## src/hw/rtl/pfcba_pkg.sv

```systemverilog
// ----------------------------------------------------------------------------
// PFC ingress admission package
// Widths, reset values, register indexes and shared types.
// ----------------------------------------------------------------------------
package pfcba_pkg;

    // default geometry
    localparam int PORTS_DEF  = 64;
    localparam int QUEUES_DEF = 8;

    // config register widths
    localparam int BUF_W     = 27;
    localparam int RSV_W     = 21;
    localparam int OFS_W     = 21;
    localparam int HDR_W     = 23;
    localparam int ALPHA_W   = 5;
    localparam int ACT_W     = 6;
    localparam int CFG_W     = 27;
    localparam int CFG_IDX_W = 3;

    // config reset values
    localparam logic [BUF_W-1:0] BUF_RST = BUF_W'(12 * 1024 * 1024);
    localparam logic [RSV_W-1:0] RSV_RST = RSV_W'(4 * 1024);
    localparam logic [OFS_W-1:0] OFS_RST = OFS_W'(3 * 1024);

    // input item fields
    localparam int PORT_W  = 6;
    localparam int QUEUE_W = 3;
    localparam int BYTES_W = 16;
    localparam int PORT_LSB  = 0;
    localparam int QUEUE_LSB = PORT_LSB + PORT_W;
    localparam int BYTES_LSB = QUEUE_LSB + QUEUE_W;

    // arithmetic widths
    localparam int CNT_W  = 32;   // byte counters
    localparam int BASE_W = 31;   // buffer minus total headroom and reserve, signed
    localparam int FREE_W = 34;   // base minus shared pool, signed
    localparam int TH_W   = 27;   // threshold

    // stream widths
    localparam int S_TDATA_W = 32;
    localparam int S_TUSER_W = 1;
    localparam int M_TDATA_W = 32;

    typedef enum logic [CFG_IDX_W-1:0] {
        CFG_BUFFER     = 3'd0,
        CFG_RESERVE    = 3'd1,
        CFG_RESUME_OFS = 3'd2,
        CFG_HEADROOM   = 3'd3,
        CFG_ALPHA      = 3'd4,
        CFG_ACTIVE     = 3'd5
    } t_cfg_idx;

    typedef enum logic {
        MODE_ARRIVAL   = 1'b0,
        MODE_DEPARTURE = 1'b1
    } t_mode;

    // per-queue state word
    typedef struct packed {
        logic             paused;
        logic [CNT_W-1:0] hdr_used;
        logic [CNT_W-1:0] ing_bytes;
    } t_qentry;

    // config as seen by the decision logic
    typedef struct packed {
        logic [RSV_W-1:0]   reserve;
        logic [OFS_W-1:0]   resume_ofs;
        logic [HDR_W-1:0]   headroom;
        logic [ALPHA_W-1:0] alpha;
        logic [BASE_W-1:0]  base;      // two's complement
    } t_cfg;

    typedef struct packed {
        logic            dropped;
        logic            pause;
        logic            resume;
        logic [TH_W-1:0] threshold;
    } t_admit_res;

endpackage

```

## src/hw/rtl/pfcba_cfg_regs.sv

```systemverilog
// ----------------------------------------------------------------------------
// PFC ingress admission: configuration registers
// Write-only register file plus the registered fixed part of the threshold,
// buffer - active_ports * (headroom + reserve).
// ----------------------------------------------------------------------------
module pfcba_cfg_regs (
    input  logic                            i_clk,
    input  logic                            i_rst_n,
    input  logic                            i_wr_en,
    input  logic [pfcba_pkg::CFG_IDX_W-1:0] i_idx,
    input  logic [pfcba_pkg::CFG_W-1:0]     i_wdata,
    output pfcba_pkg::t_cfg                 o_cfg
);
    import pfcba_pkg::*;

    localparam int SUM_W  = HDR_W + 1;
    localparam int PROD_W = ACT_W + SUM_W;

    logic [BUF_W-1:0]   r_buffer;
    logic [RSV_W-1:0]   r_reserve;
    logic [OFS_W-1:0]   r_resume_ofs;
    logic [HDR_W-1:0]   r_headroom;
    logic [ALPHA_W-1:0] r_alpha;
    logic [ACT_W-1:0]   r_active;
    logic [BASE_W-1:0]  r_base;

    logic [SUM_W-1:0]   per_port;
    logic [PROD_W-1:0]  all_ports;
    logic [BASE_W-1:0]  n_base;

    always_ff @(posedge i_clk) begin
        if (!i_rst_n) begin
            r_buffer     <= BUF_RST;
            r_reserve    <= RSV_RST;
            r_resume_ofs <= OFS_RST;
            r_headroom   <= '0;
            r_alpha      <= '0;
            r_active     <= '0;
        end else if (i_wr_en) begin
            case (t_cfg_idx'(i_idx))
                CFG_BUFFER:     r_buffer     <= i_wdata[BUF_W-1:0];
                CFG_RESERVE:    r_reserve    <= i_wdata[RSV_W-1:0];
                CFG_RESUME_OFS: r_resume_ofs <= i_wdata[OFS_W-1:0];
                CFG_HEADROOM:   r_headroom   <= i_wdata[HDR_W-1:0];
                CFG_ALPHA:      r_alpha      <= i_wdata[ALPHA_W-1:0];
                CFG_ACTIVE:     r_active     <= i_wdata[ACT_W-1:0];
                default: ;
            endcase
        end
    end

    // one multiply, registered
    assign per_port  = {1'b0, r_headroom} + {{(SUM_W-RSV_W){1'b0}}, r_reserve};
    assign all_ports = {{SUM_W{1'b0}}, r_active} * {{ACT_W{1'b0}}, per_port};
    assign n_base    = {{(BASE_W-BUF_W){1'b0}}, r_buffer}
                     - {{(BASE_W-PROD_W){1'b0}}, all_ports};

    always_ff @(posedge i_clk) begin
        if (!i_rst_n) begin
            r_base <= {{(BASE_W-BUF_W){1'b0}}, BUF_RST};
        end else begin
            r_base <= n_base;
        end
    end

    assign o_cfg = '{reserve:    r_reserve,
                     resume_ofs: r_resume_ofs,
                     headroom:   r_headroom,
                     alpha:      r_alpha,
                     base:       r_base};

endmodule

```

## config.mk

```make
export PLATFORM = sky130hd
export DESIGN_NAME = pfcba_cfg_regs
export DESIGN_NICKNAME = d
export VERILOG_FILES = /design/src/hw/rtl/pfcba_pkg.sv /design/src/hw/rtl/pfcba_cfg_regs.sv
export SDC_FILE = /design/constraint.sdc
export NUM_CORES = 1
export LEC_CHECK = 0
export BUFFER_PORTS_ARGS = -buffer_cell sky130_fd_sc_hd__buf_2
export CAP_MARGIN = 20
export CORE_ASPECT_RATIO = 1.2
export CORE_MARGIN = 1
export CORE_UTILIZATION = 40
export DETAILED_ROUTE_END_ITERATION = 10
export SYNTH_ARGS = -nofsm -noshare
export SYNTH_HDL_FRONTEND = slang
export SYNTH_SLANG_ARGS = --single-unit
export TNS_END_PERCENT = 10
```

## constraint.sdc

```tcl
create_clock -name i_clk -period 7.65 [get_ports i_clk]
set_clock_uncertainty 0.05 [all_clocks]
set_input_delay 0.3825 -clock i_clk [delete_from_list [all_inputs] [get_ports i_clk]]
set_output_delay 0.3825 -clock i_clk [all_outputs]
set_load 0.01 [all_outputs]
```

==> summary.txt <==
Clock tree
  – Bufs on Longest Clock Path: 2
  – Root buffer cell: clkbuf_16
  – H-tree Lvls: 4
  – Clk slew on worst S/H paths: roughly 60 ps
  – Clk_lat worst skew: 440 ps
  – CTS resizes: 0
  – Num CTS Buffers: 17
  – CTS sink cnt: about 130
  – CTS tree: done
  – Cts hold-fix bufs: 0
  – Post-CTS Setup Inserts: 0

Logic synthesis
  – Leading area contributor after synthesis: dfxtp_1
  – Cells after synthesis: between 1000 and 1500
  – Yosys cell types: 57
  – Syn Nets: 1584
  – YS warnings: 0
  – Post-Syn Area: ~0.011 sq mm
  – Async S/R FF share, synth: 0
  – Seq/Total Area, Yosys: 0.2369
  – EDFF count, synth: 0
  – Top cells by area, synth: dfxtp_1, fa_1, nand2_1
  – Most used DFF post-synth: dfxtp_1
  – #FFs+latches synth: approximately 130
  – Top-area cell type share of the netlist area: 0.2369
  – Mapped Avg Cell Area: between 8 and 9 sq um

STA
  – Fin. Hold Viols: 0
  – Shortest period the worst path allows: ~6900 ps
  – Fmax: 145.2 MHz
  – Max-slew headroom: 0.3144
  – Final period util: 0.9001
  – Unrepaired setup endpoints after global routing: false
  – Max-slew violation count: 0
  – Least-Margin Pin Slew: approximately 1000 ps
  – TNS Setup: 0 ps
  – Setup-failing EPs final: 0

Layout
  – Area of the multi-input gates: between 0.007 and 0.008 sq mm
  – Layout fillers: 2758
  – Share of cells above drive strength 1: 0.1242
  – Most frequent cells in the layout: nand2_1, inv_1, dfxtp_1, buf_2, fa_1
  – FF/Latch Area: 0.002683 sq mm
  – Commonest non-fill, non-tap cell in the layout: nand2_1
  – Ant diodes: 0
  – Final core utilization: 0.4596
  – Syn-to-layout area delta: 13.32%
  – Final nets: around 1700

Power and ir drop
  – LEAKAGE: 5.572 nW
  – Pwr/cell area: 147.5 mW/mm^2
  – VDD IR max: about 0.16 mV

Hold path
  – Worst hold path type: primary input to flip-flop
  – Hold Path Cell Cnt: 3
  – Hold EP: r_buffer[23]$_SDFFE_PN1P_
  – Hold Startpoint: i_wdata[23]

Route
  – DRC: 0
  – Drt wl/cell: 15.46 um
  – Drt first pass iters: 7
  – Vias after detailed routing: about 9300
  – Starting DRT DRC Count: about 490
  – Final wirelength: around 29000 um
  – DRT antenna net count: 0
  – Via density: about 5

Critical path
  – Crit. Startpoint: r_headroom[1]$_SDFFE_PN0P_
  – WS Path Type: flip-flop to flip-flop
  – CP arrival: 7150 ps
  – Crit path max fanout: 6
  – Startpoint types: flip-flop
  – RR Startpoint: r_headroom[1]$_SDFFE_PN0P_
  – Crit. End Element: flip-flop
  – Required time of the worst setup path: slightly below 8000 ps
  – Reg-to-reg slack, setup: 760 ps
  – Worst r2r dst: r_base[23]$_SDFF_PN1_
  – Worst R2R Path Depth: 22

Floorplanning
  – Die height: 186.3 um
  – DIE WIDTH: about 160 um
  – Die area: approximately 0.029 sq mm
  – # IOs: roughly 130
  – Std-Cell Rows: 67
  – Starting density of the core: 0.4056
  – Area of the core: around 0.028 sq mm

Global routing
  – Initial antenna violation count: 0
  – Largest net degree at the start of global routing: 104
  – Vias in the first global route: 9251
  – GRT overflow: 0
  – First-pass GRT wire length: about 47000 um
  – Total Routing Usage GR: 0.2046

Place
  – Placer congestion estimate: roughly 0.90
  – Hpwl dp: around 22000 um
  – Buffers on Ports: 133

Outcome
  – Status: completed

Run
  – Max-cap viol count: 0
critical path: stages (launching register included):
cell,delay [ps]
dfxtp_1,330
ha_1,310
a211o_1,310
a211oi_1,260
o21bai_1,90
a21oi_1,390
o21ai_0,170
xor2_1,440
nand2_1,140
fa_1,570
fa_1,440
fa_1,550
inv_1,60
fa_1,500
inv_1,40
ha_1,350
a21oi_1,330
o21ai_0,220
o2bb2ai_1,180
a211oi_1,560
o41ai_1,210
xnor2_1,220
nand2_1,70
registers in the layout (all words and copies together) (netlist names):
register and count:
r_buffer 27, r_base 31, r_resume_ofs 21, r_reserve 21, r_headroom 23, r_active 6, r_alpha 5
layer usage:
layer / GRT usage / vias to the layer above / part of all wire
met3: 0.03065 / 42 / 0.042
met2: 0.3403 / 228 / 0.46
met4: 0.06938 / 0 / 0.023
met1: 0.2702 / 4409 / 0.47
li1: - / 4635 / -
met5: 0 / - / 0
through the flow:
| stage | cell area (sq um) | worst slack [ps] | total power, mW | hold slack [ps] | std cells |
|---|---|---|---|---|---|
| 3_3_place_gp | 12240 | 969.5 | 1.100 | 398.8 | 1819 |
| 4_1_cts | 12800 | 822.2 | 1.911 | 114.3 | 1851 |
| 6_report | 12830 | 764.1 | 1.892 | 137.9 | 1852 |
| 2_1_floorplan | 11320 | 1558 | 0.9933 | 393.5 | 1369 |
| 5_1_grt | 12830 | 203.7 | 1.975 | 144.2 | 1852 |
| 3_5_place_dp | 12240 | 826.1 | 1.102 | 409.7 | 1819 |
report_power, final:
| part | internal [mW] | switching, mW | leakage (nW) | total, mW |
|---|---|---|---|---|
| logic | 0.138 | 0.197 | 4.21 | 0.335 |
| clock network | 0.459 | 0.346 | 0.275 | 0.805 |
| registers | 0.734 | 0.0189 | 1.09 | 0.752 |
| total | 1.33 | 0.562 | 5.57 | 1.89 |
area by class of cell:
cell class              instances  area share
multi-input cells            1024      0.6110
clock inverters                13    0.009460
clock buffers                  19     0.03452
well taps                     379     0.03696
flip-flops and latches        134      0.2091
repair buffers                138     0.05656
inverters                     145     0.04242
worst max path at each step:
stage | to | slack, ps | cells after the start
floorplan | r_base[19]$_SDFF_PN0_ | 1560 | 24
global placement | r_base[26]$_SDFF_PN0_ | 970 | 24
detailed placement | r_base[27]$_SDFF_PN0_ | 830 | 22
CTS | r_base[27]$_SDFF_PN0_ | 820 | 22
global route | r_base[27]$_SDFF_PN0_ | 200 | 22
finish | r_base[23]$_SDFF_PN1_ | 760 | 22
cells by family after synthesis:
kind of cell             Yosys count  synth area share
buffers and inverters            211           0.07073
multiplexers                      17           0.01514
adder cells (fa/ha/maj)          182            0.2761
AND/OR/NAND/NOR                  522            0.2094
XOR/XNOR                          39           0.03017
AO/OA/AOI/OAI                    264            0.1616
flip-flops                       134            0.2369
cell usage after synthesis (22+ instances only):
master    count
a21boi_0     90
a21o_1       26
a21oi_1      48
and2_1       59
clkbuf_1     59
dfxtp_1     134
fa_1        113
ha_1         69
inv_1       145
nand2_1     320
nand3_1      22
nor2_1       33
nor2b_1      25
o21ai_0      29
xnor2_1      25
Power figures use the tool's default switching activity.
