**src/hw/rtl/pfcba_pkg.sv**
```systemverilog
// ----------------------------------------------------------------------------
// PFC ingress admission package
// Widths, reset values, register indexes and shared types.
// ----------------------------------------------------------------------------
package pfcba_pkg;

    // default geometry
    localparam int PORTS_DEF  = 64;
    localparam int QUEUES_DEF = 8;

    // config register widths
    localparam int BUF_W     = 27;
    localparam int RSV_W     = 21;
    localparam int OFS_W     = 21;
    localparam int HDR_W     = 23;
    localparam int ALPHA_W   = 5;
    localparam int ACT_W     = 6;
    localparam int CFG_W     = 27;
    localparam int CFG_IDX_W = 3;

    // config reset values
    localparam logic [BUF_W-1:0] BUF_RST = BUF_W'(12 * 1024 * 1024);
    localparam logic [RSV_W-1:0] RSV_RST = RSV_W'(4 * 1024);
    localparam logic [OFS_W-1:0] OFS_RST = OFS_W'(3 * 1024);

    // input item fields
    localparam int PORT_W  = 6;
    localparam int QUEUE_W = 3;
    localparam int BYTES_W = 16;
    localparam int PORT_LSB  = 0;
    localparam int QUEUE_LSB = PORT_LSB + PORT_W;
    localparam int BYTES_LSB = QUEUE_LSB + QUEUE_W;

    // arithmetic widths
    localparam int CNT_W  = 32;   // byte counters
    localparam int BASE_W = 31;   // buffer minus total headroom and reserve, signed
    localparam int FREE_W = 34;   // base minus shared pool, signed
    localparam int TH_W   = 27;   // threshold

    // stream widths
    localparam int S_TDATA_W = 32;
    localparam int S_TUSER_W = 1;
    localparam int M_TDATA_W = 32;

    typedef enum logic [CFG_IDX_W-1:0] {
        CFG_BUFFER     = 3'd0,
        CFG_RESERVE    = 3'd1,
        CFG_RESUME_OFS = 3'd2,
        CFG_HEADROOM   = 3'd3,
        CFG_ALPHA      = 3'd4,
        CFG_ACTIVE     = 3'd5
    } t_cfg_idx;

    typedef enum logic {
        MODE_ARRIVAL   = 1'b0,
        MODE_DEPARTURE = 1'b1
    } t_mode;

    // per-queue state word
    typedef struct packed {
        logic             paused;
        logic [CNT_W-1:0] hdr_used;
        logic [CNT_W-1:0] ing_bytes;
    } t_qentry;

    // config as seen by the decision logic
    typedef struct packed {
        logic [RSV_W-1:0]   reserve;
        logic [OFS_W-1:0]   resume_ofs;
        logic [HDR_W-1:0]   headroom;
        logic [ALPHA_W-1:0] alpha;
        logic [BASE_W-1:0]  base;      // two's complement
    } t_cfg;

    typedef struct packed {
        logic            dropped;
        logic            pause;
        logic            resume;
        logic [TH_W-1:0] threshold;
    } t_admit_res;

endpackage

```
**src/hw/rtl/pfcba_admit_logic.sv**
```systemverilog
// ----------------------------------------------------------------------------
// PFC ingress admission: decision logic
// Arrival/departure accounting for one queue, pause/resume decision and
// the dynamic threshold after the event. Purely combinational.
// ----------------------------------------------------------------------------
module pfcba_admit_logic (
    input  pfcba_pkg::t_cfg                 i_cfg,
    input  logic                            i_in_range,
    input  logic                            i_mode,
    input  logic [pfcba_pkg::BYTES_W-1:0]   i_bytes,
    input  pfcba_pkg::t_qentry              i_entry,
    input  logic [pfcba_pkg::CNT_W-1:0]     i_shared,
    output pfcba_pkg::t_qentry              o_entry,
    output logic [pfcba_pkg::CNT_W-1:0]     o_shared,
    output pfcba_pkg::t_admit_res           o_res
);
    import pfcba_pkg::*;

    localparam int XW    = CNT_W + 1;      // counter plus carry
    localparam int PAD_B = CNT_W - BYTES_W;

    function automatic logic [TH_W-1:0] f_thresh(
        input logic [BASE_W-1:0]  base,
        input logic [CNT_W-1:0]   shared,
        input logic [ALPHA_W-1:0] alpha
    );
        logic [FREE_W-1:0] free;
        logic [TH_W-1:0]   th;
        free = {{(FREE_W-BASE_W){base[BASE_W-1]}}, base}
             - {{(FREE_W-CNT_W){1'b0}}, shared};
        // non-negative free never exceeds the buffer size
        th = free[TH_W-1:0] >> alpha;
        return free[FREE_W-1] ? '0 : th;
    endfunction

    function automatic logic [CNT_W-1:0] f_shared_of(
        input logic [CNT_W-1:0] ing,
        input logic [RSV_W-1:0] reserve
    );
        logic [CNT_W-1:0] rsv;
        rsv = {{(CNT_W-RSV_W){1'b0}}, reserve};
        return (ing > rsv) ? (ing - rsv) : '0;
    endfunction

    function automatic logic [CNT_W-1:0] f_sat(input logic [XW-1:0] v);
        return v[XW-1] ? '1 : v[CNT_W-1:0];
    endfunction

    logic              arrival;
    logic [CNT_W-1:0]  su;
    logic [TH_W-1:0]   th1;
    logic [TH_W-1:0]   th2;
    logic [XW-1:0]     bytes_x;
    logic [XW-1:0]     rsv_x;
    logic [XW-1:0]     th1_x;
    logic [XW-1:0]     sum_hdr;
    logic [XW-1:0]     sum_sh;
    logic [XW-1:0]     nb;
    logic [XW-1:0]     nb_sh;
    logic [XW-1:0]     add;
    logic              over_hdr;
    logic              over_sh;
    logic [BYTES_W-1:0] from_hdr;
    logic [BYTES_W-1:0] rest;
    logic [BYTES_W-1:0] from_sh;
    logic [CNT_W-1:0]  rest_x;
    logic [CNT_W-1:0]  from_sh_x;

    logic              dropped;
    logic              pause;
    logic              resume;
    logic              n_paused;
    logic [CNT_W-1:0]  n_hdr;
    logic [CNT_W-1:0]  n_ing;
    logic [CNT_W-1:0]  n_shared;
    logic [CNT_W-1:0]  nsu;
    logic [CNT_W-1:0]  th2_x;
    logic [XW-1:0]     nsu_ofs;

    assign arrival = (t_mode'(i_mode) == MODE_ARRIVAL);
    assign su      = f_shared_of(i_entry.ing_bytes, i_cfg.reserve);
    assign th1     = f_thresh(i_cfg.base, i_shared, i_cfg.alpha);

    assign bytes_x = {{(XW-BYTES_W){1'b0}}, i_bytes};
    assign rsv_x   = {{(XW-RSV_W){1'b0}}, i_cfg.reserve};
    assign th1_x   = {{(XW-TH_W){1'b0}}, th1};

    // arrival arithmetic
    assign sum_hdr  = {1'b0, i_entry.hdr_used} + bytes_x;
    assign sum_sh   = {1'b0, su} + bytes_x;
    assign over_hdr = sum_hdr > {{(XW-HDR_W){1'b0}}, i_cfg.headroom};
    assign over_sh  = sum_sh > th1_x;
    assign nb       = {1'b0, i_entry.ing_bytes} + bytes_x;
    assign nb_sh    = nb - rsv_x;
    assign add      = (nb_sh < bytes_x) ? nb_sh : bytes_x;

    // departure arithmetic: headroom first, then reserve/shared
    assign from_hdr  = (i_entry.hdr_used < {{PAD_B{1'b0}}, i_bytes})
                     ? i_entry.hdr_used[BYTES_W-1:0] : i_bytes;
    assign rest      = i_bytes - from_hdr;
    assign rest_x    = {{PAD_B{1'b0}}, rest};
    assign from_sh   = (rest_x < su) ? rest : su[BYTES_W-1:0];
    assign from_sh_x = {{PAD_B{1'b0}}, from_sh};

    always_comb begin
        n_ing    = i_entry.ing_bytes;
        n_hdr    = i_entry.hdr_used;
        n_shared = i_shared;
        dropped  = 1'b0;
        if (!i_in_range) begin
            dropped = arrival;
        end else if (arrival) begin
            if (over_hdr && over_sh) begin
                dropped = 1'b1;
            end else if (nb <= rsv_x) begin
                n_ing = f_sat(nb);
            end else if (nb_sh > th1_x) begin
                n_hdr = f_sat(sum_hdr);
            end else begin
                n_ing    = f_sat(nb);
                n_shared = f_sat({1'b0, i_shared} + add);
            end
        end else begin
            n_hdr    = i_entry.hdr_used - {{PAD_B{1'b0}}, from_hdr};
            n_ing    = (i_entry.ing_bytes > rest_x) ? (i_entry.ing_bytes - rest_x) : '0;
            n_shared = (i_shared > from_sh_x) ? (i_shared - from_sh_x) : '0;
        end
    end

    // threshold after the shared pool update
    assign th2     = f_thresh(i_cfg.base, n_shared, i_cfg.alpha);
    assign th2_x   = {{(CNT_W-TH_W){1'b0}}, th2};
    assign nsu     = f_shared_of(n_ing, i_cfg.reserve);
    assign nsu_ofs = {1'b0, nsu} + {{(XW-OFS_W){1'b0}}, i_cfg.resume_ofs};

    always_comb begin
        pause  = 1'b0;
        resume = 1'b0;
        if (i_in_range && arrival && !dropped && !i_entry.paused) begin
            pause = (n_hdr != '0) || (nsu >= th2_x);
        end
        if (i_in_range && !arrival && i_entry.paused && (n_hdr == '0)) begin
            resume = (nsu == '0) || (nsu_ofs <= {1'b0, th2_x});
        end
    end

    assign n_paused = i_entry.paused ? !resume : pause;

    assign o_entry  = '{paused: n_paused, hdr_used: n_hdr, ing_bytes: n_ing};
    assign o_shared = n_shared;
    assign o_res    = '{dropped: dropped, pause: pause, resume: resume, threshold: th2};

endmodule

```
**config.mk**
```make
export PLATFORM = sky130hd
export DESIGN_NAME = pfcba_admit_logic
export DESIGN_NICKNAME = d
export VERILOG_FILES = /design/src/hw/rtl/pfcba_pkg.sv /design/src/hw/rtl/pfcba_admit_logic.sv
export SDC_FILE = /design/constraint.sdc
export NUM_CORES = 2
export LEC_CHECK = 0
export BUFFER_PORTS_ARGS = -buffer_cell sky130_fd_sc_hd__buf_4
export CELL_PAD_IN_SITES_DETAIL_PLACEMENT = 1
export CELL_PAD_IN_SITES_GLOBAL_PLACEMENT = 1
export CORE_MARGIN = 2
export CORE_UTILIZATION = 45
export DETAILED_ROUTE_END_ITERATION = 10
export PLACE_DENSITY = 0.94
export SYNTH_ARGS = -nofsm -noshare
export SYNTH_HDL_FRONTEND = slang
export SYNTH_SLANG_ARGS = --single-unit
```
**constraint.sdc**
```tcl
create_clock -name vclk -period 40.3
set_input_delay 8.06 -clock vclk [all_inputs]
set_output_delay 8.06 -clock vclk [all_outputs]
set_load 0.01 [all_outputs]
```
==> flow_metrics.py <==
metrics = {
    "status": {
        "status": "finished, final reports clean",
    },
    "synth": {
        "synth.distinct_cells": 115,
        "ys_top_cells_by_area": "ha_1 (20%), a21oi_1 (6.5%), xnor2_1 (5.6%)",
        "ys.warnings.count": 0,
        "synth.top_cell.area_share": 0.197,
        "post_synth.cell_area_avg_sq_um": 6.74,
        "synth_top_cell_by_area": "ha_1",
        "ys_seq_area_frac": 0,
        "syn_inst": 4297,
        "syn_area_sq_mm": 0.0290,
    },
    "worst_setup_path": {
        "crit_family": "compound AO/OA/AOI/OAI gates",
        "worstPathArrival_ns": 28.29,
        "critical_path_depth": 98,
        "max_stage_delay_ns": 0.83,
        "critical_path.most_common_cell": "a21o_1",
        "cp-start-kind": "input port",
        "crit_slowest_cell": "a221oi_1",
        "worstPathMaxFanout": 19,
        "end_kind": "output port",
        "critPathKind": "in2out",
        "worstPathRequired_ns": 32.24,
        "crit_buf_inv": 7,
    },
    "sta": {
        "drv_slew": 0,
        "tns_ns": 0,
        "fmax_mhz": 27.5,
        "slew_headroom": 0.159,
        "hold_slack_ns": 16.49,
        "worstMarginPinSlew_ns": 1.25,
        "post-route-period-util": 0.902,
        "rsz0062_at_grt": "no",
        "setup_ws_ns": 3.95,
        "period_needed_ns": 36.35,
        "setup_viol": 0,
        "timing_hold_violations_final": 0,
    },
    "global_route": {
        "grt_use_total": 0.397,
        "grt_max_degree": 59,
        "antenna_found_initial": 10,
        "grt_pass1_wl_um": 210000,
        "grt_pass1_vias": 35200,
        "gr-total-overflow": 0,
    },
    "layout": {
        "drive_gt1_frac": 0.113,
        "mostFrequentLayoutCells": "ha_1 (457), a21oi_1 (375), buf_4 (372)",
        "clkbuf_count": 0,
        "n_sequential_cell": 0,
        "fillers": 8599,
        "layout_commonest_cell": "ha_1",
        "final_nets": 5191,
        "seq_area_sq_um": 0,
        "area_delta_synth_final_pct": 11.2,
    },
    "floorplanning": {
        "die_w_um": 258,
        "ios": 343,
        "initial_utilization": 0.453,
        "die_h_um": 258,
        "rows": 93,
        "core_sq_mm": 0.0640,
        "dieArea_sq_mm": 0.0664,
    },
    "placement": {
        "pre_cts_ws_ns": 4.25,
        "globalplace.congestion": 1.05,
        "io_buffers": 343,
        "dp_hpwl_um": 118000,
    },
    "drt": {
        "first_pass_iters": 8,
        "via_per_inst": 6.78,
        "routed_wirelength_um": 141000,
        "route.detailed.drc": 0,
        "ant_nets": 0,
        "vias": 36400,
        "detail_route.wl_per_cell_um": 26.3,
        "drt_iter0_drc": 3683,
    },
    "clock_network": {
        "cts_resized": 0,
        "post-cts-setup-buffers": 0,
        "cts_hold_repair.buffers": 0,
    },
    "hold_path": {
        "holdPathStages": 4,
        "min-delay-start": "i_entry[64]",
        "hold_path_end": "o_entry[64]",
        "min-delay-path-class": "in2out",
    },
    "run": {
        "drv_cap": 0,
    },
}
[per-stage QoR]
stage | util | instances | instance area (sq um)
final | 0.503 | 5367 | 32200
after global routing | 0.503 | 5365 | 32200
after CTS | 0.503 | 5357 | 32200
after detailed placement | 0.503 | 5357 | 32200
after global placement | 0.503 | 5357 | 32200
after floorplan | - | 4312 | 29000
[worst max-delay path by stage]
| stage | from | endpoint | slack [ns] |
|---|---|---|---|
| final | i_bytes[1] | o_entry[64] | 3.95 |
| after floorplan | i_bytes[1] | o_entry[64] | 6.02 |
| after CTS | i_bytes[1] | o_entry[64] | 4.19 |
| after global routing | i_bytes[1] | o_entry[64] | 2.51 |
| after global placement | i_bytes[1] | o_entry[64] | 4.64 |
| after detailed placement | i_bytes[1] | o_entry[64] | 4.25 |
[Yosys cell counts, drive strengths merged, types with 51 or more instances]
| library cell | number |
|---|---|
| ha | 457 |
| a21oi | 377 |
| nor2 | 369 |
| nand2 | 358 |
| inv | 323 |
| o21ai | 294 |
| xnor2 | 185 |
| a21o | 167 |
| clkbuf | 143 |
| mux2i | 116 |
| nand3 | 110 |
| nor3 | 107 |
| xor2 | 89 |
| nand4 | 85 |
| nand2b | 76 |
| o21a | 66 |
| a211oi | 64 |
| nor2b | 56 |
| o211ai | 56 |
| or3 | 51 |
[cell type report]
type | instances | area, sq um | share of cell area
antenna | 10 | 25.0 | 0.000777
inverter | 323 | 1210 | 0.0376
multi-input combinational | 3807 | 27100 | 0.842
tap | 855 | 1070 | 0.0332
timing repair buffer | 372 | 2790 | 0.0867
[cells by family after synthesis]
logic type | count (synthesis) | synth area share
AOI/OAI and AO/OA | 1480 | 0.344
and+or+nand+nor | 1415 | 0.242
buffers and inverters | 505 | 0.0675
adders and majority gates | 473 | 0.208
xor gates and xnor gates | 274 | 0.0828
muxes | 149 | 0.0556
other | 1 | 0.000129
[metal layers]
layer / part of all wire / global-route usage / up-vias
met1: 0.40 / 0.508 / 17500
met2: 0.43 / 0.629 / 2031
met5: 0.00011 / 0 / -
met4: 0.069 / 0.228 / 2
met3: 0.096 / 0.0681 / 526
li1: - / - / 16400
